`src/hw/rtl/utf8d_pkg.sv`:
```
package utf8d_pkg;

    localparam int unsigned CP_W = 21;

    // lead byte classes and masks
    localparam logic [7:0] TOP_BIT    = 8'b1000_0000;
    localparam logic [7:0] LEAD2_MASK = 8'b1110_0000;
    localparam logic [7:0] LEAD2_CODE = 8'b1100_0000;
    localparam logic [7:0] LEAD3_MASK = 8'b1111_0000;
    localparam logic [7:0] LEAD3_CODE = 8'b1110_0000;
    localparam logic [7:0] LEAD4_MASK = 8'b1111_1000;
    localparam logic [7:0] LEAD4_CODE = 8'b1111_0000;
    localparam logic [7:0] LEAD_MIN   = 8'hC0;
    localparam logic [7:0] LEAD_MAX   = 8'hF4;
    localparam logic [5:0] CONT_BITS  = 6'b11_1111;

    typedef struct packed {
        logic [1:0]      bytes_owed;
        logic [CP_W-1:0] accumulator;
        logic            failed;
    } dec_state_t;

    typedef struct packed {
        logic            emit;
        logic [CP_W-1:0] codepoint;
        logic            decode_error;
        logic            text_done;
    } dec_result_t;

endpackage

```
`src/hw/rtl/utf8d_decode.sv`:
```
module utf8d_decode
(
    input  utf8d_pkg::dec_state_t  state_cur,
    input  logic [7:0]             data_byte,
    input  logic                   end_of_text,
    output utf8d_pkg::dec_state_t  state_next,
    output utf8d_pkg::dec_result_t result
);
    import utf8d_pkg::*;

    logic            err;
    logic            emit;
    logic [CP_W-1:0] cp;
    dec_state_t      upd;

    // classify the word against the current sequence state
    always_comb
    begin
        err  = 1'b0;
        emit = 1'b0;
        cp   = '0;
        upd  = state_cur;
        if (state_cur.bytes_owed == 2'd0)
        begin
            if ((data_byte & TOP_BIT) == 8'd0)
            begin
                cp   = {{(CP_W-8){1'b0}}, data_byte};
                emit = 1'b1;
            end
            else if (data_byte < LEAD_MIN || data_byte > LEAD_MAX)
            begin
                err = 1'b1;
            end
            else if ((data_byte & LEAD2_MASK) == LEAD2_CODE)
            begin
                upd.bytes_owed  = 2'd1;
                upd.accumulator = {{(CP_W-5){1'b0}}, data_byte[4:0]};
            end
            else if ((data_byte & LEAD3_MASK) == LEAD3_CODE)
            begin
                upd.bytes_owed  = 2'd2;
                upd.accumulator = {{(CP_W-4){1'b0}}, data_byte[3:0]};
            end
            else
            begin
                upd.bytes_owed  = 2'd3;
                upd.accumulator = {{(CP_W-3){1'b0}}, data_byte[2:0]};
            end
        end
        else
        begin
            if ((data_byte & TOP_BIT) == 8'd0)
            begin
                err = 1'b1;
            end
            else
            begin
                upd.accumulator = {state_cur.accumulator[CP_W-7:0], data_byte[5:0] & CONT_BITS};
                upd.bytes_owed  = state_cur.bytes_owed - 2'd1;
                if (upd.bytes_owed == 2'd0)
                begin
                    cp   = upd.accumulator;
                    emit = 1'b1;
                end
            end
        end
        // flag a sequence cut short by end of text
        if (!err && end_of_text && upd.bytes_owed != 2'd0)
        begin
            err = 1'b1;
        end
    end

    // pick next state and result
    always_comb
    begin
        state_next          = upd;
        result.emit         = 1'b0;
        result.codepoint    = '0;
        result.decode_error = 1'b0;
        result.text_done    = end_of_text;
        if (state_cur.failed)
        begin
            // drop words until end of text
            state_next = end_of_text ? '0 : state_cur;
        end
        else if (err)
        begin
            state_next          = '0;
            state_next.failed   = !end_of_text;
            result.emit         = 1'b1;
            result.decode_error = 1'b1;
        end
        else
        begin
            if (end_of_text)
            begin
                state_next = '0;
            end
            result.emit      = emit;
            result.codepoint = cp;
        end
    end

endmodule

```
`src/hw/rtl/utf8_stream_decoder.sv`:
```
// UTF-8 stream decoder and validator.
// Input channel: in_valid/in_ready carry one text word (data_byte plus
// end_of_text) per transfer. Output channel: out_valid/out_ready carry one
// result word (codepoint, decode_error, text_done) per decoded character or
// per first error of a text; words that finish no character give no result.
// An accepted word is held in the input register, decoded by the
// shallow per-byte logic, and its result is registered in the output
// register once that register is free.
// Throughput is one word per cycle while the receiver does not stall, with
// the sequence state (bytes owed, accumulator, failed flag) updated per word.
// When the receiver stalls, the result is held in the output register and
// the input register holds its word only if that word would emit a result;
// in_ready then drops until the output register frees up.
// Reset clears both registers' valid flags and the sequence state, so the
// first word after reset starts a new text.
module utf8_stream_decoder
(
    input  logic        clk,
    input  logic        rst_n,
    input  logic        in_valid,
    output logic        in_ready,
    input  logic [7:0]  data_byte,
    input  logic        end_of_text,
    output logic        out_valid,
    input  logic        out_ready,
    output logic [utf8d_pkg::CP_W-1:0] codepoint,
    output logic        decode_error,
    output logic        text_done
);
    import utf8d_pkg::*;

    logic            s1_valid_reg;
    logic [7:0]      s1_byte_reg;
    logic            s1_eot_reg;
    dec_state_t      state_reg;
    dec_state_t      state_next;
    dec_result_t     result;
    logic            out_valid_reg;
    logic [CP_W-1:0] cp_reg;
    logic            err_reg;
    logic            done_reg;
    logic            out_free;
    logic            s1_advance;

    utf8d_decode u_decode
    (
        .state_cur   (state_reg),
        .data_byte   (s1_byte_reg),
        .end_of_text (s1_eot_reg),
        .state_next  (state_next),
        .result      (result)
    );

    // advance stage one when its result, if any, has room
    assign out_free   = !out_valid_reg || out_ready;
    assign s1_advance = s1_valid_reg && (!result.emit || out_free);
    assign in_ready   = !s1_valid_reg || s1_advance;

    // input register
    always_ff @(posedge clk or negedge rst_n)
    begin
        if (!rst_n)
        begin
            s1_valid_reg <= 1'b0;
        end
        else if (in_ready)
        begin
            s1_valid_reg <= in_valid;
        end
    end

    always_ff @(posedge clk)
    begin
        if (in_ready && in_valid)
        begin
            s1_byte_reg <= data_byte;
            s1_eot_reg  <= end_of_text;
        end
    end

    // sequence state
    always_ff @(posedge clk or negedge rst_n)
    begin
        if (!rst_n)
        begin
            state_reg <= '0;
        end
        else if (s1_advance)
        begin
            state_reg <= state_next;
        end
    end

    // result register
    always_ff @(posedge clk or negedge rst_n)
    begin
        if (!rst_n)
        begin
            out_valid_reg <= 1'b0;
        end
        else if (out_free)
        begin
            out_valid_reg <= s1_valid_reg && result.emit;
        end
    end

    always_ff @(posedge clk)
    begin
        if (out_free && s1_valid_reg && result.emit)
        begin
            cp_reg   <= result.codepoint;
            err_reg  <= result.decode_error;
            done_reg <= result.text_done;
        end
    end

    assign out_valid    = out_valid_reg;
    assign codepoint    = cp_reg;
    assign decode_error = err_reg;
    assign text_done    = done_reg;

    // an error result never carries a code point
    a_err_zero_cp: assert property (@(posedge clk) disable iff (!rst_n)
        out_valid_reg && err_reg |-> cp_reg == '0)
        else $error("error result with nonzero codepoint");

    // failed state keeps no partial sequence
    a_failed_clean: assert property (@(posedge clk) disable iff (!rst_n)
        state_reg.failed |-> state_reg.bytes_owed == 2'd0 && state_reg.accumulator == '0)
        else $error("failed state holds partial sequence");

    // an accepted word lands in the input register
    a_accept_load: assert property (@(posedge clk) disable iff (!rst_n)
        in_valid && in_ready |=> s1_valid_reg)
        else $error("accepted word lost");

    // a stalled result blocks any word that would emit
    a_no_overrun: assert property (@(posedge clk) disable iff (!rst_n)
        out_valid_reg && !out_ready |-> !(s1_advance && result.emit))
        else $error("result register overrun");

endmodule

```
`config.mk`:
```
export PLATFORM = sky130hd
export DESIGN_NAME = utf8_stream_decoder
export DESIGN_NICKNAME = d
export VERILOG_FILES = /design/src/hw/rtl/utf8d_pkg.sv /design/src/hw/rtl/utf8d_decode.sv /design/src/hw/rtl/utf8_stream_decoder.sv
export SDC_FILE = /design/constraint.sdc
export NUM_CORES = 1
export LEC_CHECK = 0
export BUFFER_PORTS_ARGS = -buffer_cell sky130_fd_sc_hd__buf_4
export CORE_MARGIN = 5
export CORE_UTILIZATION = 30
export CTS_CLUSTER_DIAMETER = 100
export DETAILED_ROUTE_END_ITERATION = 8
export PLACE_DENSITY = 0.56
export SYNTH_ARGS = -nofsm -noshare
export SYNTH_HDL_FRONTEND = slang
export SYNTH_SLANG_ARGS = --single-unit
```
`constraint.sdc`:
```
create_clock -name clk -period 4.05 [get_ports clk]
set_input_delay 0.2025 -clock clk [delete_from_list [all_inputs] [get_ports clk]]
set_output_delay 0.2025 -clock clk [all_outputs]
set_load 0.02 [all_outputs]
```
=== Word-level counts from Yosys, hierarchy flattened ===
Index checks and enable logic that the tools add are counted.

* $add $sub $neg: 1
* $lt $le $gt $ge: 2
* Equality and inequality tests: 5
* Multiplexer cells: 26
* Reductions and logical operators: 23

{| class="wikitable"
|+ Operators by type and width
! kind !! count
|-
| 23-bit two-way mux || 6
|-
| 24-bit two-way mux || 4
|-
| 21-bit two-way mux || 4
|-
| 22-bit two-way mux || 1
|-
| 1-bit two-way mux || 10
|-
| 8-bit greater-than comparator (second input constant) || 1
|-
| 8-bit logical NOT || 1
|-
| 8-bit less-than comparator (second input constant) || 1
|-
| 8-bit two-way mux || 1
|-
| 1-bit logical AND || 7
|-
| 1-bit logical NOT || 5
|-
| 4-bit equality test (second input constant) || 1
|-
| 2-bit logical NOT || 2
|-
| 1-bit logical OR || 4
|-
| 4-bit by 3-bit != test with 1-bit output (second input constant) || 1
|-
| 4-bit AND reduction || 1
|-
| 3-bit equality test (second input constant) || 1
|-
| 3-bit by 2-bit != test with 1-bit output (second input constant) || 1
|-
| 2-bit != test (second input constant) || 1
|-
| 2-bit AND reduction || 1
|-
| 2-bit nonzero test || 1
|-
| 2-bit OR reduction || 1
|-
| 2-bit by 1-bit subtractor with 2-bit output (second input constant) || 1
|}

* Bits in registers: 52
* Input port bits: 13
* Output and inout bits: 25
* Word-level logic and storage cells: 67

=== Longest topological paths before layout ===
Gate-level depths: netlist of the first run.

* Depth in word-level cells: 16
* Gate-level depth with buffers: 9
* Depth with buffers taken out: 7

=== Cells and area by module ===
A second synthesis of the first run with hierarchy kept.

* Cells, all modules: 324
* Area, all modules: 3,462.1 µm²

{| class="wikitable"
|+ By module, submodules not included
! module !! instances !! cells each !! area an instance (µm²) !! seq. area each (µm²)
|-
| utf8_stream_decoder || 1 || 179 || 2,497.4 || 1,611.5
|-
| utf8d_decode || 1 || 145 || 964.7 || 0.0
|}

=== Worst setup path before layout of the first run ===
No wires, ideal clock.

* Path type: register to register
* From: reg state_reg[22] (netlist name)
* To: reg cp_reg[0], in the netlist codepoint[0], enable pin
* Setup time: 405 ps
* Data arrival time: 2,802 ps
* Required time: 3,645 ps
* Path slack: 842 ps
* Stages on the path, launching flop included: 8
* Buffers on the path: 1
* Period minus slack after synthesis: 3,208 ps
* Path through: dfrtp_1 inv_1 ha_1 buf_2 a311oi_1 a211oi_1 o311a_1 nor2b_1

* Longest elaborated chain between the ends: 9
* Elaborated cells on any way between the ends: 19
* Classes of those cells: add/sub (1); mux (11); reduce/logical (7)

{| class="wikitable"
|+ RTL lines
! what !! line !! source
|-
| from (decl) || utf8_stream_decoder.sv:35 || <nowiki>dec_state_t state_reg;</nowiki>
|-
| from (signal assigned) || utf8_stream_decoder.sv:90 || <nowiki>state_reg <= state_next;</nowiki>
|-
| 2-bit by 1-bit subtractor with 2-bit output (tied with other cells) || utf8d_decode.sv:59 || <nowiki>upd.bytes_owed = state_cur.bytes_owed - 2'd1;</nowiki>
|-
| 23-bit two-way mux (tied with other cells) || utf8d_decode.sv:52 || <nowiki>if ((data_byte & TOP_BIT) == 8'd0)</nowiki>
|-
| 23-bit two-way mux / 1-bit logical NOT (equally long branches) || utf8d_decode.sv:23, utf8d_decode.sv:68 ||
|-
| 2-bit nonzero test / 1-bit logical AND (equally long branches) || utf8d_decode.sv:68 || <nowiki>if (!err && end_of_text && upd.bytes_owed != 2'd0)</nowiki>
|-
| 1-bit logical AND || utf8d_decode.sv:68 ||
|-
| 1-bit two-way mux || utf8d_decode.sv:68 ||
|-
| 1-bit two-way mux (*) || utf8d_decode.sv:87 || <nowiki>else if (err)</nowiki>
|-
| 23-bit two-way mux (*) || utf8d_decode.sv:82 || <nowiki>if (state_cur.failed)</nowiki>
|-
| 1-bit logical AND (*) || utf8_stream_decoder.sv:109 || <nowiki>if (out_free && s1_valid_reg && result.emit)</nowiki>
|-
| to (signal assigned) || utf8_stream_decoder.sv:111 || <nowiki>cp_reg <= result.codepoint;</nowiki>
|-
| to (decl) || utf8_stream_decoder.sv:39 || <nowiki>logic [CP_W-1:0] cp_reg;</nowiki>
|}

Every way passes the cells marked *; elsewhere a longest branch is shown, timed or not. The select of a mux whose other input is x is not followed.
A chain may end at the register's enable or synchronous reset.

=== Final worst setup path of the first run ===
* From: reg state_reg[22] (netlist name)
* To: reg cp_reg[3], in the netlist codepoint[3], enable pin

The elaborated chain is that of the path after synthesis.

==> results of run 1 <==
## timing repair
action,in CTS,in global routing
hold buffers,1,0
setup buffers,0,0
hold endpoints to repair,20,0
## layout make-up
cell class | count | area [µm²]
clock buffer | 5 | 68.8
clock inverter | 3 | 26.3
fill | 784 | 4860
inverter | 21 | 78.8
multi-input combinational | 125 | 825
sequential | 52 | 1460
tap | 102 | 128
timing repair buffer | 42 | 318
## worst paths after layout
check	from	to	slack, ns
max in group asynchronous	rst_n	state_reg[4]	3.51
worst max-delay path	state_reg[22]	codepoint[3]	1.09
worst min register to register	state_reg[10]	state_reg[10]	0.52
worst min-delay path	end_of_text	s1_eot_reg	0.07
worst max register to register	state_reg[22]	codepoint[3]	1.09
min in group asynchronous	rst_n	state_reg[2]	0.31
## metal layers
metal	vias up	part of all wire [%]	wire (µm)	global-route usage (%)
met5	-	0	0	0
met1	751	50	2290	14.4
met3	7	6.6	303	2.03
met2	72	41	1900	13.8
met4	0	2.1	96	4.62
li1	798	-	-	-
## power groups by stage
stage / clock network (mW) / registers (mW) / logic, mW
2_1_floorplan: 0 / 0.680 / 0.107
3_3_place_gp: 0 / 0.652 / 0.223
3_5_place_dp: 0 / 0.651 / 0.223
4_1_cts: 0.316 / 0.639 / 0.225
5_1_grt: 0.334 / 0.645 / 0.241
6_report: 0.302 / 0.639 / 0.222
## kinds of logic (layout without fill, tap and decap cells)
kind of cell / Yosys count / in the layout / synth area share [%]
flops: 52 / 52 / 61.1
compound gates: 30 / 30 / 10.1
fa+ha+maj: 2 / 2 / 1.05
buf+inv: 26 / 71 / 4.60
simple gates: 78 / 78 / 16.9
mux: 15 / 15 / 6.27
## Yosys cell counts (2+ instances only)
library cell / count / share of area [%]
edfxtp_1: 32 / 40
nand2_1: 25 / 3.9
dfrtp_1: 20 / 21
inv_1: 20 / 3.1
and2_1: 15 / 3.9
mux2i_1: 15 / 6.3
nor2_1: 15 / 2.4
nand3_1: 6 / 1.3
nor2b_1: 6 / 1.6
a211oi_1: 4 / 1.3
a21oi_1: 4 / 0.84
a31oi_1: 4 / 1.0
a21o_1: 3 / 0.94
nand3b_1: 3 / 0.94
clkbuf_1: 2 / 0.31
ha_1: 2 / 1.0
nor3b_1: 2 / 0.63
o21a_1: 2 / 0.63
o21ai_0: 2 / 0.42
## stage by stage
step | area (µm²) | hold WS [ns] | std cells | total power, mW
2_1_floorplan | 2390 | -0.0931 | 203 | 0.787
3_3_place_gp | 2800 | 0.108 | 341 | 0.875
3_5_place_dp | 2800 | 0.112 | 341 | 0.874
4_1_cts | 2910 | 0.0520 | 350 | 1.18
5_1_grt | 2910 | 0.0489 | 350 | 1.22
6_report | 2910 | 0.0683 | 350 | 1.16
==> metrics.txt, run 1 <==
Net Switching 333 µW; initial antenna violation count 0; layout cell share with drive strength beyond 1 23.0%; DRT Pass-1 Iters 5; CTS tree done; setup TNS 0 ns; Vias 1628; syn avg cell area 11.8 µm²; # H-tree levels 2; power per cell area 400 nW/µm²; CP top delay family compound AO/OA/AOI/OAI gates; initial drt markers 176; CP Capture Type register; Yosys cell types 40; initial core utilization 30.8%; Post-synth ARST share 38.5%; Antenna Violating Nets Remaining 0; sequential share of power 55.0%; first-pass GRT wire length 7840 µm; Ports 38; syn_nets 218; crit path DAT 2.94 ns; Final Cycle Share 73.0%; Final Slew Violations 0; critical path class reg2reg; unrepaired setup endpoints after global routing false; Rows 32; crit start category register; Final Hold Vio Count 0; CTS root buf clkbuf_8; flops & latches, synth 52; post_cts resized 0; final core occ 37.4%; DRC viols 0; sequential fraction of the synthesis area 61.1%; outcome completed; pre-CTS setup slack 1.16 ns; leak pwr 1.14 nW; predominant post-synthesis flop cell edfxtp_1; final worst setup slack 1.09 ns; worst slew pin tran 0.708 ns; max_cap viols 0; RePlAce Congestion 0.917; Slew headroom 52.6%; TritonCTS Sinks 52; cells along the critical path inv_1 -> ha_1 -> nand2b_1 -> a31oi_2 -> a211oi_1 -> o311a_1 -> nor2b_2 -> buf_4; ANT cells 0; Largest stage delay, worst path 0.58 ns; Worst-path clk slew 0.10 ns; gr ovfl total 0; clock network power share 26.0%; Crit path depth 8; combinational share of power 19.1%; Worst Skew 0.0115 ns; final setup vio count 0; worst hold path class in2reg; Post-synth EDFFs 32; Total Nets Final 262; clock buffer count from CTS 5; Buf/Inv on CP 2; clock buffer depth 2; Mapped Area 2390 µm²; WL final 4600 µm; sw frac 28.7%; drt via density 4.65; max frequency 338 MHz; largest net degree at the start of global routing 24; die width 99.3 µm; max reg flops 21; commonest non-fill, non-tap cell in the layout buf_4; hpwl dp 3400 µm; critical-path maximum fanout 23; Reg2Reg Depth 8; commonest non-fill, non-tap cells in the layout buf_4 (41), edfxtp_1 (32), nand2_1 (25), inv_1 (20), dfrtp_1 (20); crit path max-delay cell type a211oi_1; GRT Overall Usage 9.85%; die area 9860 µm²; Int Pwr 829 µW; routed length per instance 13.1 µm; CP required 4.03 ns; core area 7770 µm²; vias in the first global route 1582; die height 99.3 µm; worst IR drop on VDD 148 µV; IO buf count 37; yosys warns 0; crit path time final 2.96 ns; clock latency on the worst-skew pair 0.30 ns; area delta synth->final 21.4%; Post-Syn Instances 203; WHS Path Cells 1
No activity file was read; power rests on OpenSTA's default activity.
==> run 2, diff against run 1 <==
Settings changed: ABC_AREA from default to 1, PLACE_DENSITY 0.56 to 0.57.
Clock period 4.05 ns to 2.7 ns, I/O delays scaled along.
==> run 2 against run 1 <==
Against the previous run:
- hold slack worse by 0.037 ns
- via count increased by 7.2%
- utilization rose by 1.5 points
- power up 150%
- clock-buffer cell count up 1
- first-iteration DRC count shrank 50%
- cell area up 2.4%
- global-route usage up 0.57 points
- critical path depth up 6
- register-to-register slack worse by 0.75 ns
- setup slack worse by 0.78 ns
- largest power group unchanged
- highest routed layer unchanged
==> metrics.txt, run 2 <==
outcome completed; initial core utilization 30.6% (-0.19 points); yosys warns 0 (unchanged); gr ovfl total 0 (unchanged); clock latency on the worst-skew pair 0.31 ns (about the same); clock buffer depth 2 (unchanged); first-pass GRT wire length 8020 µm (+2.3%); core area 7650 µm² (-1.5%); syn_nets 259 (+19%); DRT Pass-1 Iters 4 (-1); max_cap viols 0 (unchanged); flops & latches, synth 52 (unchanged); leak pwr 1.30 nW (+14%); unrepaired setup endpoints after global routing false; IO buf count 37 (unchanged); final setup vio count 0 (unchanged); commonest non-fill, non-tap cells in the layout nand2_1 (87), nor2_1 (39), buf_4 (39), edfxtp_1 (32), dfrtp_1 (20); worst hold path class in2reg; Post-Syn Instances 244 (+20%); Worst Skew 0.0134 ns (+0.00185 ns); initial antenna violation count 0 (unchanged); DRC viols 0 (unchanged); Post-synth top cells nand2_1 (87), nor2_1 (40), edfxtp_1 (32); Final Hold Vio Count 0 (unchanged); Antenna Violating Nets Remaining 0 (unchanged); crit path max-delay cell type dfrtp_1; die height 98.4 µm (-0.97%); final core occ 38.9% (+1.5 points); drt via density 4.38 (-5.9%); Rows 32 (unchanged); Largest stage delay, worst path 0.42 ns (-0.16 ns); WL final 4740 µm (+3.2%); TritonCTS Sinks 52 (unchanged); CP required 2.57 ns (-1.46 ns); worst IR drop on VDD 373 µV (+150%); largest area contributor in the netlist edfxtp_1; CTS root buf clkbuf_8; Slew headroom 72.1% (+19 points); predominant post-synthesis flop cell edfxtp_1; Setup Buffers After CTS 0 (unchanged); max frequency 419 MHz; Worst path most repeated cell nand2_1; # H-tree levels 2 (unchanged); Yosys cell types 26 (-35%); crit path time final 2.39 ns; critical-path maximum fanout 8 (-65%); Hold Slack 0.0314 ns (-0.0369 ns); largest net degree at the start of global routing 24 (unchanged); critical path class reg2out; Mapped Area 2340 µm² (-2.1%); top-count cell post-synth nand2_1; commonest non-fill, non-tap cell in the layout nand2_1; initial drt markers 88 (-50%); routed length per instance 11.9 µm (-9.5%); Post-synth EDFFs 32 (unchanged); GRT Overall Usage 10.4% (+0.57 points); syn avg cell area 9.60 µm² (-19%); pre-CTS setup slack 0.312 ns (-0.847 ns); RePlAce Congestion 0.997 (+8.7%); Vias 1746 (+7.2%); die area 9670 µm² (-1.9%); Total Nets Final 311 (+19%); Ports 38 (unchanged); CP top delay family simple AND/OR/NAND/NOR gates; cells along the critical path inv_1 -> ha_2 -> inv_2 -> nand3_1 -> o21ai_0 -> a21oi_1 -> nand2_1 -> nand2_1 -> nand2_2 -> nand3_2 -> nand2_1 -> nor2_1 -> nand2_1 -> buf_4; clock buffer count from CTS 5 (unchanged); crit path DAT 2.25 ns (-0.69 ns); max reg flops 21 (unchanged); layout cell share with drive strength beyond 1 21.9% (-1.1 points); Synth top area share 41.0% (+0.88 points); CP Capture Type output pin; crit start category register; power per cell area 971 nW/µm² (+140%); vias in the first global route 1688 (+6.7%); area delta synth->final 27.0%; ANT cells 0 (unchanged); die width 98.4 µm (-0.97%); final worst setup slack 0.313 ns (-0.780 ns); Buf/Inv on CP 3 (+1); Worst-path clk slew 0.09 ns (about the same); sequential fraction of the synthesis area 62.4% (+1.3 points); setup TNS 0 ns (unchanged); worst slew pin tran 0.417 ns (-0.291 ns); Final Slew Violations 0 (unchanged); Post-synth ARST share 38.5% (unchanged); CTS tree done; synth top area cells edfxtp_1 (41%), dfrtp_1 (21%), nand2_1 (14%); Final Cycle Share 88.4%; total power 2.89 mW (+150%); hpwl dp 3480 µm (+2.5%)
run 2: cell count changes after synthesis, moves of 3 or more:
cell	change
a211oi_1	-4
nor2_1	+25
a31oi_1	-3
nand2_1	+62
a21o_1	-3
nand3b_1	-3
a21oi_1	-3
nor3_1	+6
nand3_2	+4
nor2b_1	-6
and2_1	-15
o21ai_0	+5
mux2i_1	-15
run 2: worst paths after layout:
kind,cells past startpoint,slack (ns),to,start
max,14,0.31,in_ready,state_reg[22]
min,2,0.03,out_valid,out_ready
max reg2reg,15,0.34,codepoint[18],state_reg[22]
min reg2reg,2,0.49,state_reg[1],state_reg[1]
max in group asynchronous,2,2.22,state_reg[1],rst_n
min in group asynchronous,2,0.25,state_reg[10],rst_n
run 2: logic make-up after synthesis:
kind of cell	Yosys count	share of synthesized area, %
DFF	52	62.4
buffers and inverters	26	4.86
and+or+nand+nor	153	29.0
adders and majority gates	2	1.07
AOI/OAI and AO/OA	11	2.72
run 2: area by class of cell:
cell class                      instances  area (µm²)
Fill cell                             768        4670
Sequential cell                        52        1460
Multi-Input combinational cell        166         772
Timing Repair Buffer                   50         413
Tap cell                              102         128
Clock buffer                            6        82.6
Inverter                               21        78.8
Clock inverter                          2        38.8
run 2: routing by layer:
layer  GRT usage (%)  vias up  part of all wire, %
met5               0        -                    0
met4            5.15        0                  2.8
met3            3.07       13                  5.0
met2            16.9       48                   49
met1            12.6      798                   43
li1                -      887                    -
run 2: power breakdown:
group | internal, mW | total (mW) | switching (mW)
Combinational | 0.390 | 1.17 | 0.775
Clock | 0.303 | 0.553 | 0.250
Sequential | 1.07 | 1.17 | 0.0956
run 2: stage by stage:
step           instances  cell area [µm²]
5_1_grt              399             2970
3_3_place_gp         381             2750
3_5_place_dp         381             2750
6_report             399             2970
4_1_cts              399             2970
2_1_floorplan        244             2340
run 2: timing repair:
action	4_1_cts	5_1_grt
setup endpoints to repair	0	1
hold endpoints to repair	29	0
hold buffers	10	0
gates resized for setup	0	1
==> run 3, diff against run 2 <==
Settings changed: CORE_UTILIZATION 30 to 50, PLACE_DENSITY 0.57 to 0.83.
==> run 3 against run 2 <==
Against the previous run:
- critical path type is now reg2reg
- largest cell class unchanged
- sequential share of layout area rose by 1.8 points
- hold slack worse by 0.021 ns
- critical endpoint is now s1_byte_reg[6]
- cell area down 3.6%
- largest power group unchanged
- power decreased by 1.7%
==> metrics.txt, run 3 (synthesis results as in run 2) <==
die area 6150 µm² (-36%); area delta synth->final 22.4%; initial core utilization 50.6% (+20 points); # H-tree levels 2 (unchanged); Worst Skew 0.00474 ns (-0.00861 ns); first-pass GRT wire length 7690 µm (-4.0%); post-route insts no fill 348 (-13%); post_cts resized 0 (unchanged); critical path class reg2reg; IO buf count 37 (unchanged); WL final 4480 µm (-5.6%); die width 78.4 µm (-20%); worst hold path class in2reg; cells along the critical path inv_1 -> ha_1 -> inv_2 -> a21oi_2 -> nand2_1 -> nand2_1 -> nand2_1 -> nand2_1 -> nand2_1 -> nand2_2 -> nand3_2 -> nand2_1 -> nor2_1 -> nand2_1 -> nand2_1 -> inv_1; initial antenna violation count 0 (unchanged); RePlAce Congestion 0.911 (-8.6%); crit start category register; final core occ 61.9% (+23 points); Buf/Inv on CP 3 (unchanged); max frequency 422 MHz (+0.78%); CTS root buf clkbuf_8; clock buffer count from CTS 5 (unchanged); unrepaired setup endpoints after global routing false; DRT Pass-1 Iters 4 (unchanged); Ports 38 (unchanged); Final Slew Violations 0 (unchanged); setup TNS 0 ns (unchanged); commonest non-fill, non-tap cell in the layout nand2_1; Rows 25 (-22%); largest net degree at the start of global routing 24 (unchanged); hold path start data_byte[3]; max reg flops 21 (unchanged); CP Capture Type register; Area after DPL 2690 µm² (-2.2%); WHS Path Cells 1 (-1); routed length per instance 12.9 µm (+8.2%); layout cell share with drive strength beyond 1 21.4% (-0.46 points); Vias 1777 (+1.8%); final setup vio count 0 (unchanged); crit path DAT 2.35 ns (+0.10 ns); max_cap viols 0 (unchanged); worst r2r dst s1_byte_reg[6]; clock buffer depth 2 (unchanged); CTS tree done; commonest non-fill, non-tap cells in the layout nand2_1 (87), nor2_1 (39), buf_4 (39), edfxtp_1 (32), dfrtp_1 (20); DRC viols 0 (unchanged); core area 4630 µm² (-39%); Slew headroom 72.0% (-0.13 points); crit path max-delay cell type dfrtp_1; die height 78.4 µm (-20%); drt via density 5.11 (+17%); outcome completed; number of placed cells counting well taps 333 (-13%); Total Nets Final 308 (-0.96%); filler instances 406 (-47%); worst slew pin tran 0.419 ns (+0.00194 ns); Worst path most repeated cell nand2_1; clock latency on the worst-skew pair 0.30 ns (about the same); gr ovfl total 0 (unchanged); total power 2.84 mW (-1.7%); Worst R2R Setup Slack 0.33 ns (about the same); critical-path maximum fanout 9 (+1); crit path time final 2.37 ns (-0.0184 ns); Final Hold Vio Count 0 (unchanged); worst flop-to-flop path startpoint state_reg[22]; CP top delay family simple AND/OR/NAND/NOR gates; vias in the first global route 1641 (-2.8%); leak pwr 1.28 nW (-1.4%); Worst-path clk slew 0.09 ns (about the same); initial drt markers 153 (+74%); fin area 2870 µm² (-3.6%); TritonCTS Sinks 52 (unchanged); Antenna Violating Nets Remaining 0 (unchanged); Reg2Reg Depth 16 (+1); ANT cells 0 (unchanged); Setup Buffers After CTS 0 (unchanged); Final Cycle Share 87.7% (-0.68 points); power per cell area 990 nW/µm² (+1.9%); CP required 2.68 ns (+0.11 ns); worst IR drop on VDD 643 µV (+73%); CTS Hold Bufs 6 (-4); hpwl dp 3230 µm (-7.4%); GRT Overall Usage 15.9% (+5.5 points); Worst Hold Path EP s1_byte_reg[3]; Largest stage delay, worst path 0.42 ns (about the same)
-- run 3: through the flow --
| stage | hold slack, ns | setup slack (ns) |
|---|---|---|
| global route | 0.00228 | 0.0930 |
| CTS | 0.000904 | 0.335 |
| floorplan | -0.161 | 0.193 |
| detailed placement | 0.0385 | 0.356 |
| global placement | 0.0332 | 0.444 |
| finish | 0.0101 | 0.331 |
-- run 3: where the power goes --
group          switching, mW  internal [mW]
combinational          0.769          0.383
clock                  0.241          0.275
sequential            0.0962           1.07
total                   1.11           1.73
-- run 3: how the worst max path moves through the flow --
| stage | startpoint | depth (start not counted) | end | slack [ns] |
|---|---|---|---|---|
| 3_5_place_dp | state_reg[22] | 16 | s1_byte_reg[4] | 0.36 |
| 3_3_place_gp | state_reg[22] | 16 | s1_byte_reg[7] | 0.44 |
| 4_1_cts | state_reg[22] | 16 | s1_byte_reg[3] | 0.34 |
| 6_report | state_reg[22] | 16 | s1_byte_reg[6] | 0.33 |
| 2_1_floorplan | state_reg[22] | 14 | codepoint[0] | 0.19 |
| 5_1_grt | state_reg[22] | 14 | in_ready | 0.09 |
-- run 3: per-layer routing --
layer | track usage [%] | part of all wire (%) | up-vias
li1 | - | - | 885
met1 | 19.5 | 41 | 834
met2 | 27.6 | 51 | 52
met3 | 3.44 | 6.5 | 6
met4 | 5.94 | 1.3 | 0
met5 | 0 | 0 | -
-- run 3: area by class of cell --
class | count | area, µm² | share of cell area, %
clock buffer | 6 | 72.6 | 2.53
clock inverter | 2 | 35.0 | 1.22
inverter | 21 | 78.8 | 2.75
multi-input combinational | 166 | 769 | 26.8
sequential | 52 | 1460 | 51.0
tap | 54 | 67.6 | 2.36
timing repair buffer | 47 | 383 | 13.4
